[config.mk]
export PLATFORM = sky130hd
export DESIGN_NAME = des_key_schedule_flat
export DESIGN_NICKNAME = d
export VERILOG_FILES = /design/src/rtl/des_ks_pkg.sv /design/src/rtl/des_ks_if.sv /design/src/rtl/des_ks_front.sv /design/src/rtl/des_ks_queue.sv /design/src/rtl/des_ks_rounds.sv /design/src/rtl/des_ks_key_schedule.sv /design/src/flat_wrapper.sv
export SDC_FILE = /design/constraint.sdc
export NUM_CORES = 1
export LEC_CHECK = 0
export ABC_AREA = 1
export BUFFER_PORTS_ARGS = -buffer_cell sky130_fd_sc_hd__buf_2
export CAP_MARGIN = 20
export CORE_MARGIN = 2
export CORE_UTILIZATION = 50
export DETAILED_ROUTE_END_ITERATION = 7
export PLACE_DENSITY_LB_ADDON = 0.05
export SETUP_SLACK_MARGIN = 0.05
export SYNTH_ARGS = -nofsm -noshare
export SYNTH_HDL_FRONTEND = slang
export SYNTH_SLANG_ARGS = --single-unit
[constraint.sdc]
create_clock -name clk -period 4.5 [get_ports clk]
set_input_delay 0.675 -clock clk [delete_from_list [all_inputs] [get_ports clk]]
set_output_delay 0.675 -clock clk [all_outputs]
set_load 0.005 [all_outputs]
[src/rtl/des_ks_pkg.sv]
// DES key schedule package: widths, permutation tables and helper functions.
// No dependencies; used by every module of the key schedule.
package des_ks_pkg;

    localparam int KEY_BITS    = 64;
    localparam int HALF_BITS   = 28;
    localparam int CD_BITS     = 2 * HALF_BITS;
    localparam int SUBKEY_BITS = 48;
    localparam int ROUNDS      = 16;
    localparam int ROUND_BITS  = 4;
    localparam int QUEUE_DEPTH = 2;

    typedef logic [HALF_BITS-1:0]   half_t;
    typedef logic [KEY_BITS-1:0]    key_t;
    typedef logic [SUBKEY_BITS-1:0] subkey_t;
    typedef logic [ROUND_BITS-1:0]  round_t;

    typedef struct packed {
        half_t c;
        half_t d;
    } halves_t;

    localparam logic [7:0] PC1_TABLE [CD_BITS] = '{
        8'd57, 8'd49, 8'd41, 8'd33, 8'd25, 8'd17, 8'd9,
        8'd1,  8'd58, 8'd50, 8'd42, 8'd34, 8'd26, 8'd18,
        8'd10, 8'd2,  8'd59, 8'd51, 8'd43, 8'd35, 8'd27,
        8'd19, 8'd11, 8'd3,  8'd60, 8'd52, 8'd44, 8'd36,
        8'd63, 8'd55, 8'd47, 8'd39, 8'd31, 8'd23, 8'd15,
        8'd7,  8'd62, 8'd54, 8'd46, 8'd38, 8'd30, 8'd22,
        8'd14, 8'd6,  8'd61, 8'd53, 8'd45, 8'd37, 8'd29,
        8'd21, 8'd13, 8'd5,  8'd28, 8'd20, 8'd12, 8'd4
    };

    localparam logic [7:0] PC2_TABLE [SUBKEY_BITS] = '{
        8'd14, 8'd17, 8'd11, 8'd24, 8'd1,  8'd5,
        8'd3,  8'd28, 8'd15, 8'd6,  8'd21, 8'd10,
        8'd23, 8'd19, 8'd12, 8'd4,  8'd26, 8'd8,
        8'd16, 8'd7,  8'd27, 8'd20, 8'd13, 8'd2,
        8'd41, 8'd52, 8'd31, 8'd37, 8'd47, 8'd55,
        8'd30, 8'd40, 8'd51, 8'd45, 8'd33, 8'd48,
        8'd44, 8'd49, 8'd39, 8'd56, 8'd34, 8'd53,
        8'd46, 8'd42, 8'd50, 8'd36, 8'd29, 8'd32
    };

    // bit r set: round r rotates by two places, else by one
    localparam logic [ROUNDS-1:0] ROT_TWO = 16'b0111_1110_1111_1100;

    // DES bit n (1-based, MSB first) lives at key bit 64-n
    function automatic halves_t pc1(input key_t key);
        logic [CD_BITS-1:0] cd;
        cd = '0;
        for (int i = 0; i < CD_BITS; i++)
        begin
            cd[CD_BITS-1-i] = key[KEY_BITS - int'(PC1_TABLE[i])];
        end
        return halves_t'(cd);
    endfunction

    function automatic subkey_t pc2(input halves_t cd);
        subkey_t sub;
        logic [CD_BITS-1:0] joined;
        joined = cd;
        sub = '0;
        for (int i = 0; i < SUBKEY_BITS; i++)
        begin
            sub[SUBKEY_BITS-1-i] = joined[CD_BITS - int'(PC2_TABLE[i])];
        end
        return sub;
    endfunction

endpackage

[src/rtl/des_ks_if.sv]
// Handshake channels of the key schedule: key input and subkey output.
// Depends on des_ks_pkg for payload types.
interface des_ks_key_if;
    logic              valid;
    logic              ready;
    des_ks_pkg::key_t  key;

    modport source (output valid, output key, input ready);
    modport sink   (input valid, input key, output ready);
endinterface

interface des_ks_sub_if;
    logic                 valid;
    logic                 ready;
    des_ks_pkg::subkey_t  subkey;
    des_ks_pkg::round_t   round;
    logic                 last;

    modport source (output valid, output subkey, output round, output last, input ready);
    modport sink   (input valid, input subkey, input round, input last, output ready);
endinterface

[src/rtl/des_ks_front.sv]
// Front end: accepts a key, applies PC-1 and registers the C/D halves
// for the queue. Depends on des_ks_pkg and des_ks_if.
module des_ks_front (
    input  logic                  clk,
    input  logic                  rst_n,
    des_ks_key_if.sink            keys,
    output logic                  push_valid,
    output des_ks_pkg::halves_t   push_data,
    input  logic                  push_ready
);

    logic                 stage_valid_reg;
    logic                 stage_valid_next;
    des_ks_pkg::halves_t  stage_reg;

    assign keys.ready = !stage_valid_reg || push_ready;
    assign push_valid = stage_valid_reg;
    assign push_data  = stage_reg;

    always_comb
    begin
        stage_valid_next = stage_valid_reg;
        if (keys.valid && keys.ready)
        begin
            stage_valid_next = 1'b1;
        end
        else if (push_ready)
        begin
            stage_valid_next = 1'b0;
        end
    end

    always_ff @(posedge clk or negedge rst_n)
    begin
        if (!rst_n)
        begin
            stage_valid_reg <= 1'b0;
        end
        else
        begin
            stage_valid_reg <= stage_valid_next;
        end
    end

    always_ff @(posedge clk)
    begin
        if (keys.valid && keys.ready)
        begin
            stage_reg <= des_ks_pkg::pc1(keys.key);
        end
    end

endmodule

[src/rtl/des_ks_queue.sv]
// Short FIFO of C/D halves between front end and round engine.
// Depends on des_ks_pkg.
module des_ks_queue #(
    parameter int DEPTH = des_ks_pkg::QUEUE_DEPTH
) (
    input  logic                  clk,
    input  logic                  rst_n,
    input  logic                  push_valid,
    input  des_ks_pkg::halves_t   push_data,
    output logic                  push_ready,
    output logic                  pop_valid,
    output des_ks_pkg::halves_t   pop_data,
    input  logic                  pop_ready
);

    localparam int AW = (DEPTH > 1) ? $clog2(DEPTH) : 1;
    localparam int CW = $clog2(DEPTH + 1);
    localparam logic [AW-1:0] LAST_PTR = AW'(DEPTH - 1);

    des_ks_pkg::halves_t mem [DEPTH];

    logic [AW-1:0] wr_ptr_reg;
    logic [AW-1:0] wr_ptr_next;
    logic [AW-1:0] rd_ptr_reg;
    logic [AW-1:0] rd_ptr_next;
    logic [CW-1:0] count_reg;
    logic [CW-1:0] count_next;
    logic          do_push;
    logic          do_pop;

    assign push_ready = count_reg != CW'(DEPTH);
    assign pop_valid  = count_reg != '0;
    assign pop_data   = mem[rd_ptr_reg];
    assign do_push    = push_valid && push_ready;
    assign do_pop     = pop_valid && pop_ready;

    always_comb
    begin
        wr_ptr_next = wr_ptr_reg;
        rd_ptr_next = rd_ptr_reg;
        count_next  = count_reg;
        if (do_push)
        begin
            wr_ptr_next = (wr_ptr_reg == LAST_PTR) ? '0 : wr_ptr_reg + AW'(1);
        end
        if (do_pop)
        begin
            rd_ptr_next = (rd_ptr_reg == LAST_PTR) ? '0 : rd_ptr_reg + AW'(1);
        end
        if (do_push && !do_pop)
        begin
            count_next = count_reg + CW'(1);
        end
        else if (!do_push && do_pop)
        begin
            count_next = count_reg - CW'(1);
        end
    end

    always_ff @(posedge clk or negedge rst_n)
    begin
        if (!rst_n)
        begin
            wr_ptr_reg <= '0;
            rd_ptr_reg <= '0;
            count_reg  <= '0;
        end
        else
        begin
            wr_ptr_reg <= wr_ptr_next;
            rd_ptr_reg <= rd_ptr_next;
            count_reg  <= count_next;
        end
    end

    always_ff @(posedge clk)
    begin
        if (do_push)
        begin
            mem[wr_ptr_reg] <= push_data;
        end
    end

endmodule

[src/rtl/des_ks_rounds.sv]
// Round engine: rotates C/D per the shift schedule, applies PC-2 and registers
// one subkey per cycle while not stalled. Depends on des_ks_pkg and des_ks_if.
module des_ks_rounds (
    input  logic                  clk,
    input  logic                  rst_n,
    input  logic                  pop_valid,
    input  des_ks_pkg::halves_t   pop_data,
    output logic                  pop_ready,
    des_ks_sub_if.source          subkeys
);

    localparam des_ks_pkg::round_t FINAL_ROUND =
        des_ks_pkg::ROUND_BITS'(des_ks_pkg::ROUNDS - 1);

    des_ks_pkg::halves_t  cd_reg;
    des_ks_pkg::halves_t  cd_rot;
    des_ks_pkg::round_t   rnd_reg;
    des_ks_pkg::round_t   rnd_next;
    logic                 active_reg;
    logic                 active_next;
    logic                 out_valid_reg;
    logic                 out_valid_next;
    des_ks_pkg::subkey_t  out_subkey_reg;
    des_ks_pkg::round_t   out_round_reg;
    logic                 out_last_reg;
    logic                 step;
    logic                 is_final;
    logic                 load;

    assign step      = active_reg && (!out_valid_reg || subkeys.ready);
    assign is_final  = rnd_reg == FINAL_ROUND;
    // a new key enters when the engine is free or its final round goes out now
    assign pop_ready = !active_reg || (step && is_final);
    assign load      = pop_valid && pop_ready;

    always_comb
    begin
        if (des_ks_pkg::ROT_TWO[rnd_reg])
        begin
            cd_rot.c = {cd_reg.c[des_ks_pkg::HALF_BITS-3:0],
                        cd_reg.c[des_ks_pkg::HALF_BITS-1 -: 2]};
            cd_rot.d = {cd_reg.d[des_ks_pkg::HALF_BITS-3:0],
                        cd_reg.d[des_ks_pkg::HALF_BITS-1 -: 2]};
        end
        else
        begin
            cd_rot.c = {cd_reg.c[des_ks_pkg::HALF_BITS-2:0],
                        cd_reg.c[des_ks_pkg::HALF_BITS-1]};
            cd_rot.d = {cd_reg.d[des_ks_pkg::HALF_BITS-2:0],
                        cd_reg.d[des_ks_pkg::HALF_BITS-1]};
        end
    end

    always_comb
    begin
        rnd_next       = rnd_reg;
        active_next    = active_reg;
        out_valid_next = out_valid_reg;
        if (subkeys.ready)
        begin
            out_valid_next = 1'b0;
        end
        if (step)
        begin
            out_valid_next = 1'b1;
            rnd_next       = rnd_reg + des_ks_pkg::ROUND_BITS'(1);
            if (is_final)
            begin
                active_next = 1'b0;
            end
        end
        if (load)
        begin
            rnd_next    = '0;
            active_next = 1'b1;
        end
    end

    always_ff @(posedge clk or negedge rst_n)
    begin
        if (!rst_n)
        begin
            rnd_reg       <= '0;
            active_reg    <= 1'b0;
            out_valid_reg <= 1'b0;
        end
        else
        begin
            rnd_reg       <= rnd_next;
            active_reg    <= active_next;
            out_valid_reg <= out_valid_next;
        end
    end

    always_ff @(posedge clk)
    begin
        if (load)
        begin
            cd_reg <= pop_data;
        end
        else if (step)
        begin
            cd_reg <= cd_rot;
        end
        if (step)
        begin
            out_subkey_reg <= des_ks_pkg::pc2(cd_rot);
            out_round_reg  <= rnd_reg;
            out_last_reg   <= is_final;
        end
    end

    assign subkeys.valid  = out_valid_reg;
    assign subkeys.subkey = out_subkey_reg;
    assign subkeys.round  = out_round_reg;
    assign subkeys.last   = out_last_reg;

endmodule

[src/rtl/des_ks_key_schedule.sv]
// A key passes the front-end register, queue, C/D register and subkey output register.
// One subkey per cycle unless the output stalls, from the single round engine.
// Up to QUEUE_DEPTH + 1 keys are buffered ahead of the engine, so keys run back to back.
// Reset (rst_n, async, active low) empties the queue and stops the engine;
// no clearing pass, the block takes keys in the first cycle after reset.
module des_key_schedule #(
    parameter int QUEUE_DEPTH = des_ks_pkg::QUEUE_DEPTH
) (
    input  logic          clk,
    input  logic          rst_n,
    des_ks_key_if.sink    keys,
    des_ks_sub_if.source  subkeys
);

    logic                 push_valid;
    logic                 push_ready;
    des_ks_pkg::halves_t  push_data;
    logic                 pop_valid;
    logic                 pop_ready;
    des_ks_pkg::halves_t  pop_data;

    des_ks_front u_front (
        .clk        (clk),
        .rst_n      (rst_n),
        .keys       (keys),
        .push_valid (push_valid),
        .push_data  (push_data),
        .push_ready (push_ready)
    );

    des_ks_queue #(
        .DEPTH (QUEUE_DEPTH)
    ) u_queue (
        .clk        (clk),
        .rst_n      (rst_n),
        .push_valid (push_valid),
        .push_data  (push_data),
        .push_ready (push_ready),
        .pop_valid  (pop_valid),
        .pop_data   (pop_data),
        .pop_ready  (pop_ready)
    );

    des_ks_rounds u_rounds (
        .clk       (clk),
        .rst_n     (rst_n),
        .pop_valid (pop_valid),
        .pop_data  (pop_data),
        .pop_ready (pop_ready),
        .subkeys   (subkeys)
    );

endmodule
[src/flat_wrapper.sv]
// flat-port wrapper written by rule: the top's interface ports become plain ports
module des_key_schedule_flat 
#(
    parameter int QUEUE_DEPTH = des_ks_pkg::QUEUE_DEPTH
)
  (clk, rst_n, keys_valid, keys_key, keys_ready, subkeys_valid, subkeys_subkey, subkeys_round, subkeys_last, subkeys_ready);
  des_ks_key_if keys_i ();
  des_ks_sub_if subkeys_i ();
  input  logic clk;
  input  logic rst_n;
  input wire logic [$bits(keys_i.valid)-1:0] keys_valid;
  input wire logic [$bits(keys_i.key)-1:0] keys_key;
  output wire logic [$bits(keys_i.ready)-1:0] keys_ready;
  output wire logic [$bits(subkeys_i.valid)-1:0] subkeys_valid;
  output wire logic [$bits(subkeys_i.subkey)-1:0] subkeys_subkey;
  output wire logic [$bits(subkeys_i.round)-1:0] subkeys_round;
  output wire logic [$bits(subkeys_i.last)-1:0] subkeys_last;
  input wire logic [$bits(subkeys_i.ready)-1:0] subkeys_ready;
  assign keys_i.valid = keys_valid;
  assign keys_i.key = keys_key;
  assign keys_ready = keys_i.ready;
  assign subkeys_valid = subkeys_i.valid;
  assign subkeys_subkey = subkeys_i.subkey;
  assign subkeys_round = subkeys_i.round;
  assign subkeys_last = subkeys_i.last;
  assign subkeys_i.ready = subkeys_ready;
  des_key_schedule #(.QUEUE_DEPTH(QUEUE_DEPTH)) u_core (.clk(clk), .rst_n(rst_n), .keys(keys_i), .subkeys(subkeys_i));
endmodule
==> flow_summary.yaml, run 1 <==
synth:
  synth_fp_nets: 1024
  postSynthCellCount: 953
  synth_top_family_by_area: "simple AND/OR/NAND/NOR gates"
  yosys.area_share.simple_pct: 20.5
  synth_mux_area_share_pct: 0
  synth-seq-area-share_pct: 74.5
  yosys_warnings: 0
  synthArstFlopShare_pct: 3.82
  synthAdderAreaFrac_pct: 0.325
  synth_top_area_cell: "edfxtp_1"
  ys_top_cells_by_area: "edfxtp_1, nand2_1, nand4_1"
  synth-edff-count: 277
  yosysMostFrequentCell: "nand2_1"
  yosys.area_share.xor_xnor_pct: 0.152
  avgSynthCellArea_um2: 12.1
  synth_compound_area_share_pct: 0.271
  synth.top_cell.area_share_pct: 72.1
  synthesis.area_mm2: 0.0115
  synth_cell_types: 22
  synth-seq-cells: 288
  ys.flop_type: "edfxtp_1"
  synthTopCellsByCount: "nand2_1, edfxtp_1, inv_1"
global_route:
  grt_pass1_vias: 6586
  grt_pass1_wl_um: 34200
  grt_max_degree: 64
  antenna_found_initial: 0
  grt.total_usage_pct: 18.0
  grt-ovfl-total: 0
floorplan:
  io_pins: 123
  die_width_um: 156
  die_h_um: 156
  core_area_mm2: 0.0226
  die-area_mm2: 0.0243
  rows: 55
  initial_utilization_pct: 50.9
timing:
  finalSetupTns_ns: 0
  post-route-period-util_pct: 63.6
  max_freq_mhz: 349
  min_period_ns: 2.86
  fin_worst_skew_ns: 0.0152
  slew_viol_final: 0
  slew_headroom_pct: 40.1
  rsz0062_at_grt: "false"
  setup_viol: 0
  finalHoldViolations: 0
  fin_ws_ns: 1.64
  whs_ns: 0.293
  worst_pin_slew_ns: 0.898
setup_path:
  worstPathRequired_ns: 4.73
  crit_chain: "ha_1 -> inv_1 -> nor2_2 -> nand2_1 -> nand2_2 -> nand2_4 -> nand2_2 -> buf_4"
  worst-r2r-cell-count: 8
  cpMostUsedCell: "nand2_2"
  cp_data_arrival_time_ns: 3.09
  critical_path_depth: 8
  cp-start-kind: "register"
  critPathBufInv: 2
  cpMaxStageDelayCell: "nand2_2"
  worst_path_largest_cell_delay_ns: 0.67
  cp_max_fo: 63
  critical_path_class: "reg -> reg"
  cp-end-kind: "register"
  cp_top_family: "simple AND/OR/NAND/NOR gates"
final_layout:
  largest_reg_flops: 112
  diodes: 0
  drive_gt1_share_pct: 18.1
  fin_nets: 1139
  stdcell_count: 1378
  design_area_mm2: 0.0135
  fin_util_pct: 59.5
  num-fill-cells: 1833
  area_delta_synth_final_pct: 16.9
hold_path:
  whs_path_depth: 1
  hold_class: "in -> reg"
clock_tree:
  cts_root_buffer: "clkbuf_16"
  numClockSinks: 288
  cts_buffers: 31
  path_clk_slew_ns: 0.06
  h-tree-depth: 1
  cts_resized: 0
  post_cts_buffers: 0
  cts_tree: "done"
  clockBufferDepth: 3
  clk_latency_ns: 0.55
placed_design:
  place.gp.congestion: 0.773
  dp_cells: 1319
  dp_slack_ns: 1.57
  portBuffers: 114
  dpl_cell_area_mm2: 0.0124
  dp_hpwl_um: 12400
detailed_routing:
  firstDrtPassIters: 5
  vias: 7010
  drc_errors: 0
  drt.antenna.violating_nets: 0
  initialDrtViolationCount: 461
  vias_per_cell: 5.09
  wl_um: 21800
  wl_per_cell_um: 15.8
pwr:
  max-vdd-ir-drop_uv: 386
  p_leak_nw: 5.63
  powerDensity_mw_per_mm2: 799
  total_power_mw: 10.8
job:
  cap_violations: 0
status:
  status: "complete, no violations"
final timing paths:
| check | from | to | slack (ns) |
|---|---|---|---|
| hold reg to reg | u_core.u_front.push_data[26]$_DFFE_PP_ | u_core.u_queue.mem[0][26]$_DFFE_PP_ | 0.44 |
| max in group asynchronous | rst_n | u_core.u_queue.rd_ptr_reg$_DFFE_PN0N_ | 3.71 |
| setup / recovery | u_core.u_rounds.rnd_reg[0]$_DFFE_PN0P_ | u_core.u_rounds.cd_reg[48]$_DFFE_PP_ | 1.64 |
| min in group asynchronous | rst_n | u_core.u_front.push_valid$_DFFE_PN0P_ | 0.54 |
| hold / removal | keys_key[50] | u_core.u_front.push_data[13]$_DFFE_PP_ | 0.29 |
| setup reg to reg | u_core.u_rounds.rnd_reg[0]$_DFFE_PN0P_ | u_core.u_rounds.cd_reg[48]$_DFFE_PP_ | 1.64 |
worst register-to-register path, delay by kind of cell, from the launching register on:
kind | cells | cell delay, ns
buffers and inverters | 2 | 0.48
adders and majority gates | 1 | 0.24
DFF | 1 | 0.44
and+or+nand+nor | 5 | 1.37
power by group:
group / switching, mW / internal [mW]
combinational: 2.26 / 1.14
sequential: 0.294 / 4.45
clock: 1.02 / 1.61
cell families (layout without fill, tap and decap cells):
logic type               after synthesis  after routing
buffers and inverters                119            259
flip-flops                           288            288
adder cells (fa/ha/maj)                3              3
XOR/XNOR                               2              2
AO/OA/AOI/OAI                          6              6
AND/OR/NAND/NOR                      535            535
per-layer routing:
| metal | part of all wire, % | track usage (%) |
|---|---|---|
| met1 | 47 | 25.3 |
| met2 | 47 | 29.6 |
| met3 | 4.4 | 2.75 |
| met4 | 2.1 | 4.67 |
| met5 | 0 | 0 |
placed cells by master (no fill, tap or decap):
cell / count
nor2_1: 6
nand2_1: 356
a21oi_1: 1
clkinv_2: 13
nand2_2: 3
a31oi_1: 1
buf_2: 114
nor2_2: 1
buf_12: 1
inv_6: 2
nand4_1: 57
xnor2_1: 1
clkinv_4: 2
clkbuf_16: 31
nand3_1: 58
inv_2: 3
clkinv_1: 2
nand3_2: 3
and2_1: 48
dlygate4sd3_1: 1
buf_4: 14
inv_1: 67
clkinvlp_4: 1
nor2_4: 2
nand2_4: 1
dfrtp_1: 10
o21ai_0: 4
clkbuf_1: 2
edfxtp_1: 277
bufinv_16: 6
xor2_1: 1
ha_1: 3
dfrtp_2: 1
what timing repair did:
item / in CTS / in global routing
endpoints found under the setup margin: 0 / 0
hold endpoints to repair: 4 / 0
hold buffers: 1 / 0
cell type report:
class / count / area [um2] / area share, %
Clock inverter: 25 / 290 / 2.15
Inverter: 71 / 268 / 1.99
Clock buffer: 33 / 783 / 5.81
Multi-Input combinational cell: 546 / 2480 / 18.4
Timing Repair Buffer: 130 / 706 / 5.24
Sequential cell: 288 / 8590 / 63.8
Tap cell: 285 / 357 / 2.65
No activity file was read; power rests on OpenSTA's default activity.
==> inputs of run 2 (changes only) <==
==> constraint.sdc (replaced) <==
create_clock -name clk -period 2.95 [get_ports clk]
set_input_delay 0.4425 -clock clk [delete_from_list [all_inputs] [get_ports clk]]
set_output_delay 0.4425 -clock clk [all_outputs]
set_load 0.005 [all_outputs]
==> run 2 against run 1 <==
Effect of this change:
- core utilization about the same
- register-to-register slack worse by 0.83 ns
- final area about the same
- worst setup slack worse by 0.83 ns
- first-iteration DRC count down 4.8%
- critical path depth down 2
- hold slack worse by 0.23 ns
- critical path type unchanged
==> flow_summary.yaml, run 2 (same netlist as run 1, synthesis figures left out) <==
clock_tree:
  clockBufferDepth: 3
  cts_resized: 0
  numClockSinks: 288
  path_clk_slew_ns: 0.06
  h-tree-depth: 1
  cts_buffers: 29
  cts_root_buffer: "clkbuf_16"
  clk_latency_ns: 0.54
  cts_tree: "done"
job:
  cap_violations: 0
pwr:
  clkPwrFrac_pct: 23.3
  p_leak_nw: 5.60
  max-vdd-ir-drop_uv: 564
  p_int_mw: 10.9
  switchingPower_mw: 5.39
  switching_share_pct: 33.0
  seqPwrFrac_pct: 44.4
  p_comb_share_pct: 32.3
  total_power_mw: 16.3
  powerDensity_mw_per_mm2: 1210
setup_path:
  reg2reg_from: "u_core.u_rounds.rnd_reg[0]$_DFFE_PN0P_"
  rr_endpoint: "u_core.u_rounds.subkeys.subkey[5]$_DFFE_PP_"
  cp_data_arrival_time_ns: 2.43
  worst-r2r-cell-count: 6
  cp_max_fo: 56
  critical_path_class: "reg -> reg"
  cp-start-kind: "register"
  cp-end-kind: "register"
  rrSetupSlack_ns: 0.81
  worstPathRequired_ns: 3.24
hold_path:
  hold_class: "in -> reg"
  hp-start: "keys_key[10]"
  hold-path-endpoint: "u_core.u_front.push_data[18]$_DFFE_PP_"
  whs_path_depth: 1
floorplan:
  io_pins: 123
  die_h_um: 156
  initial_utilization_pct: 50.9
  die_width_um: 156
  die-area_mm2: 0.0243
  core_area_mm2: 0.0226
  rows: 55
detailed_routing:
  wl_um: 21700
  wl_per_cell_um: 15.8
  drt.antenna.violating_nets: 0
  firstDrtPassIters: 5
  vias_per_cell: 5.10
  vias: 7013
  drc_errors: 0
  initialDrtViolationCount: 439
global_route:
  grt_pass1_wl_um: 34600
  grt.total_usage_pct: 18.4
  grt_max_degree: 58
  grt-ovfl-total: 0
  grt_pass1_vias: 6663
  antenna_found_initial: 0
timing:
  rsz0062_at_grt: "false"
  worst_pin_slew_ns: 0.775
  whs_ns: 0.0678
  slew_headroom_pct: 47.8
  setup_viol: 0
  fin_worst_skew_ns: 0.00832
  finalHoldViolations: 0
  max_freq_mhz: 467
  min_period_ns: 2.14
  slew_viol_final: 0
  post-route-period-util_pct: 72.5
  finalSetupTns_ns: 0
final_layout:
  area_delta_synth_final_pct: 16.8
  largest_reg_flops: 112
  diodes: 0
  fin_nets: 1137
  layout_common_cells: "nand2_1, edfxtp_1, buf_2"
  fin_util_pct: 59.5
  drive_gt1_share_pct: 17.3
  final_common_cell: "nand2_1"
placed_design:
  portBuffers: 114
  dp_hpwl_um: 12500
  place.gp.congestion: 0.799
status:
  status: "complete, no violations"
==> run 2: power groups by stage <==
stage          logic (mW)  registers, mW  clock network (mW)
2_1_floorplan        3.57           7.31                   0
4_1_cts              5.37           7.27                3.88
3_3_place_gp         5.27           7.31                   0
6_report             5.27           7.25                3.80
3_5_place_dp         5.35           7.34                   0
5_1_grt              6.07           7.39                4.05
==> run 2: metrics by stage <==
step | cell area [um2] | cells | worst slack (ns)
floorplan | 11500 | 953 | 0.193
global placement | 12500 | 1319 | 0.903
detailed placement | 12500 | 1319 | 0.871
CTS | 13500 | 1374 | 0.832
global route | 13500 | 1374 | 0.694
finish | 13500 | 1374 | 0.811
==> run 2: layout make-up <==
cell class / instances / area, um2
repair buffers: 130 / 781
multi-input cells: 546 / 2480
flip-flops and latches: 288 / 8590
well taps: 285 / 357
inverters: 71 / 268
clock inverters: 21 / 251
clock buffers: 33 / 741
fillers: 1817 / 9170
==> run 2: worst max-delay path by stage <==
| stage | startpoint | end | slack, ns | cells after the start |
|---|---|---|---|---|
| final | u_core.u_rounds.rnd_reg[0]$_DFFE_PN0P_ | u_core.u_rounds.subkeys.subkey[5]$_DFFE_PP_ | 0.81 | 6 |
| after global routing | u_core.u_queue.count_reg[1]$_DFFE_PN0P_ | u_core.u_queue.count_reg[1]$_DFFE_PN0P_ | 0.69 | 7 |
| after CTS | u_core.u_rounds.rnd_reg[0]$_DFFE_PN0P_ | u_core.u_rounds.subkeys.subkey[5]$_DFFE_PP_ | 0.83 | 6 |
| after detailed placement | u_core.u_rounds.rnd_reg[0]$_DFFE_PN0P_ | u_core.u_rounds.subkeys.subkey[28]$_DFFE_PP_ | 0.87 | 6 |
| after global placement | u_core.u_rounds.rnd_reg[0]$_DFFE_PN0P_ | u_core.u_rounds.subkeys.subkey[44]$_DFFE_PP_ | 0.90 | 6 |
| after floorplan | u_core.u_rounds.rnd_reg[0]$_DFFE_PN0P_ | u_core.u_rounds.cd_reg[0]$_DFFE_PP_ | 0.19 | 8 |
==> run 2: metal layers <==
layer  GRT usage [%]  wire (um)  part of all wire, %
met5               0          0                    0
met3            2.92       1020                  4.7
met4            6.16        599                  2.8
met1            24.8       9720                   45
met2            30.7      10300                   48
==> run 2: worst max-delay path: stages (launching register included) <==
cell	delay, ns
dfrtp_1	0.45
inv_1	0.09
ha_1	0.21
nand3_2	0.09
buf_4	0.56
nand4_1	0.24
and2_1	0.24
==> run 2: what timing repair did <==
| action | 4_1_cts | 5_1_grt |
|---|---|---|
| setup buffers | 0 | 0 |
| hold buffers | 1 | 0 |
| endpoints found under the hold margin | 11 | 0 |
==> inputs of run 3 (changes only) <==
==> constraint.sdc (replaced) <==
create_clock -name clk -period 2.2 [get_ports clk]
set_input_delay 0.33 -clock clk [delete_from_list [all_inputs] [get_ports clk]]
set_output_delay 0.33 -clock clk [all_outputs]
set_load 0.005 [all_outputs]
==> run 3 against run 2 <==
Effect of this change:
- combinational power rose by 40%
- clock skew is 0.0095 ns higher
- sequential cell count did not move
- largest power group unchanged
==> flow_summary.yaml, run 3 (same netlist as run 1, synthesis figures left out) <==
status:
  status: "complete, no violations"
floorplan:
  io_pins: 123
  rows: 55
  core_area_mm2: 0.0226
  die-area_mm2: 0.0243
  die_h_um: 156
  die_width_um: 156
  initial_utilization_pct: 50.9
timing:
  finalHoldViolations: 0
  fin_worst_skew_ns: 0.0179
  fin_ws_ns: 0.274
  max_freq_mhz: 519
  min_period_ns: 1.93
  slew_headroom_pct: 56.9
  worst_pin_slew_ns: 0.646
  setup_viol: 0
  post-route-period-util_pct: 87.6
  rsz0062_at_grt: "false"
  slew_viol_final: 0
placed_design:
  dp_slack_ns: 0.255
  dpl_cell_area_mm2: 0.0126
  portBuffers: 114
  dp_hpwl_um: 12800
  place.gp.congestion: 0.768
detailed_routing:
  wl_per_cell_um: 15.3
  drt.antenna.violating_nets: 0
  initialDrtViolationCount: 478
  firstDrtPassIters: 5
  drc_errors: 0
  vias: 7183
  wl_um: 22000
  vias_per_cell: 4.98
global_route:
  grt_pass1_vias: 6655
  antenna_found_initial: 0
  grt-ovfl-total: 0
  grt_pass1_wl_um: 35000
  grt_max_degree: 58
  grt.total_usage_pct: 18.5
hold_path:
  hold_class: "in -> reg"
  hp-start: "subkeys_ready"
clock_tree:
  numClockSinks: 288
  cts_root_buffer: "clkbuf_16"
  h-tree-depth: 1
  clockBufferDepth: 3
  cts_resized: 0
  clk_latency_ns: 0.56
  cts_buffers: 30
  path_clk_slew_ns: 0.06
  cts_tree: "done"
pwr:
  max-vdd-ir-drop_uv: 781
  p_leak_nw: 5.88
  powerDensity_mw_per_mm2: 1550
final_layout:
  design_area_mm2: 0.0141
  num-fill-cells: 1755
  final_common_cell: "nand2_1"
  fin_util_pct: 62.4
  layout_common_cells: "nand2_1, edfxtp_1, buf_2"
  area_delta_synth_final_pct: 22.5
  diodes: 0
  largest_reg_flops: 112
  fin_nets: 1205
  drive_gt1_share_pct: 17.2
setup_path:
  worstPathRequired_ns: 2.62
  cp_max_fo: 7
  endpoint: "u_core.u_queue.count_reg[1]$_DFFE_PN0P_"
  rr_endpoint: "u_core.u_queue.count_reg[1]$_DFFE_PN0P_"
  reg2reg_from: "u_core.u_rounds.rnd_reg[1]$_DFFE_PN0P_"
  rrSetupSlack_ns: 0.27
  critical_path_class: "reg -> reg"
  cp-start-kind: "register"
  crit_path_start: "u_core.u_rounds.rnd_reg[1]$_DFFE_PN0P_"
  cp-end-kind: "register"
  worst-r2r-cell-count: 10
  cp_data_arrival_time_ns: 2.35
job:
  cap_violations: 0
-- run 3: cell types whose count changed in the layout (fill, tap and decap cells not counted), moves of 2 or more --
cell / delta
buf_4: +7
clkinvlp_4: +3
dlygate4sd3_1: +57
clkbuf_1: +2
clkinv_1: -2
bufinv_16: -4
buf_12: +3
clkbuf_8: +3
clkinv_2: -3
-- run 3: cell type report --
cell class	instances	area [um2]	area share [%]
sequential	288	8590	60.8
multi-input combinational	546	2490	17.6
timing repair buffer	197	1460	10.4
clock buffer	39	815	5.76
tap	285	357	2.52
inverter	71	268	1.89
clock inverter	16	148	1.04
-- run 3: worst min path at each step --
stage,to,slack [ns],cells past startpoint
final,u_core.u_rounds.subkeys.valid$_DFFE_PN0P_,0.06,4
after global routing,u_core.u_rounds.subkeys.valid$_DFFE_PN0P_,0.08,4
after CTS,u_core.u_rounds.subkeys.valid$_DFFE_PN0P_,0.05,4
after detailed placement,u_core.u_queue.count_reg[1]$_DFFE_PN0P_,0.22,1
after global placement,u_core.u_queue.count_reg[1]$_DFFE_PN0P_,0.22,1
after floorplan,u_core.u_front.push_valid$_DFFE_PN0P_,0.03,0
-- run 3: worst max-delay path: stages, from the launching register on --
cell and delay (ns):
dfrtp_1 0.43, ha_1 0.24, inv_1 0.07, nor2_2 0.12
nand2_1 0.07, nand2_2 0.08, nand2_4 0.09, ha_1 0.34
a21oi_1 0.12, o21ai_0 0.11, xor2_1 0.15
-- run 3: routing by layer --
layer,vias to the layer above,wire [um],track usage (%)
met3,28,1200,2.89
li1,3612,-,-
met2,189,10700,30.3
met5,-,0,0
met1,3354,9780,26.1
met4,0,399,4.59
-- run 3: what timing repair did --
action                                 CTS  global route
hold buffers                            58             0
buffers inserted                         0             0
endpoints found under the hold margin   68             0
-- run 3: report_power, final --
| part | switching (mW) | internal (mW) |
|---|---|---|
| clock network | 2.01 | 2.84 |
| registers | 0.622 | 9.10 |
| logic | 4.69 | 2.69 |
| total | 7.31 | 14.6 |
-- run 3: through the flow --
stage | hold slack [ns] | total power, mW | cells | TNS, ns
6_report | 0.0649 | 21.9 | 1442 | 0
5_1_grt | 0.0796 | 23.5 | 1442 | 0
4_1_cts | 0.0483 | 22.2 | 1442 | 0
3_5_place_dp | 0.217 | 17.2 | 1329 | 0
3_3_place_gp | 0.223 | 17.1 | 1329 | 0
2_1_floorplan | 0.0344 | 14.6 | 953 | -35.13
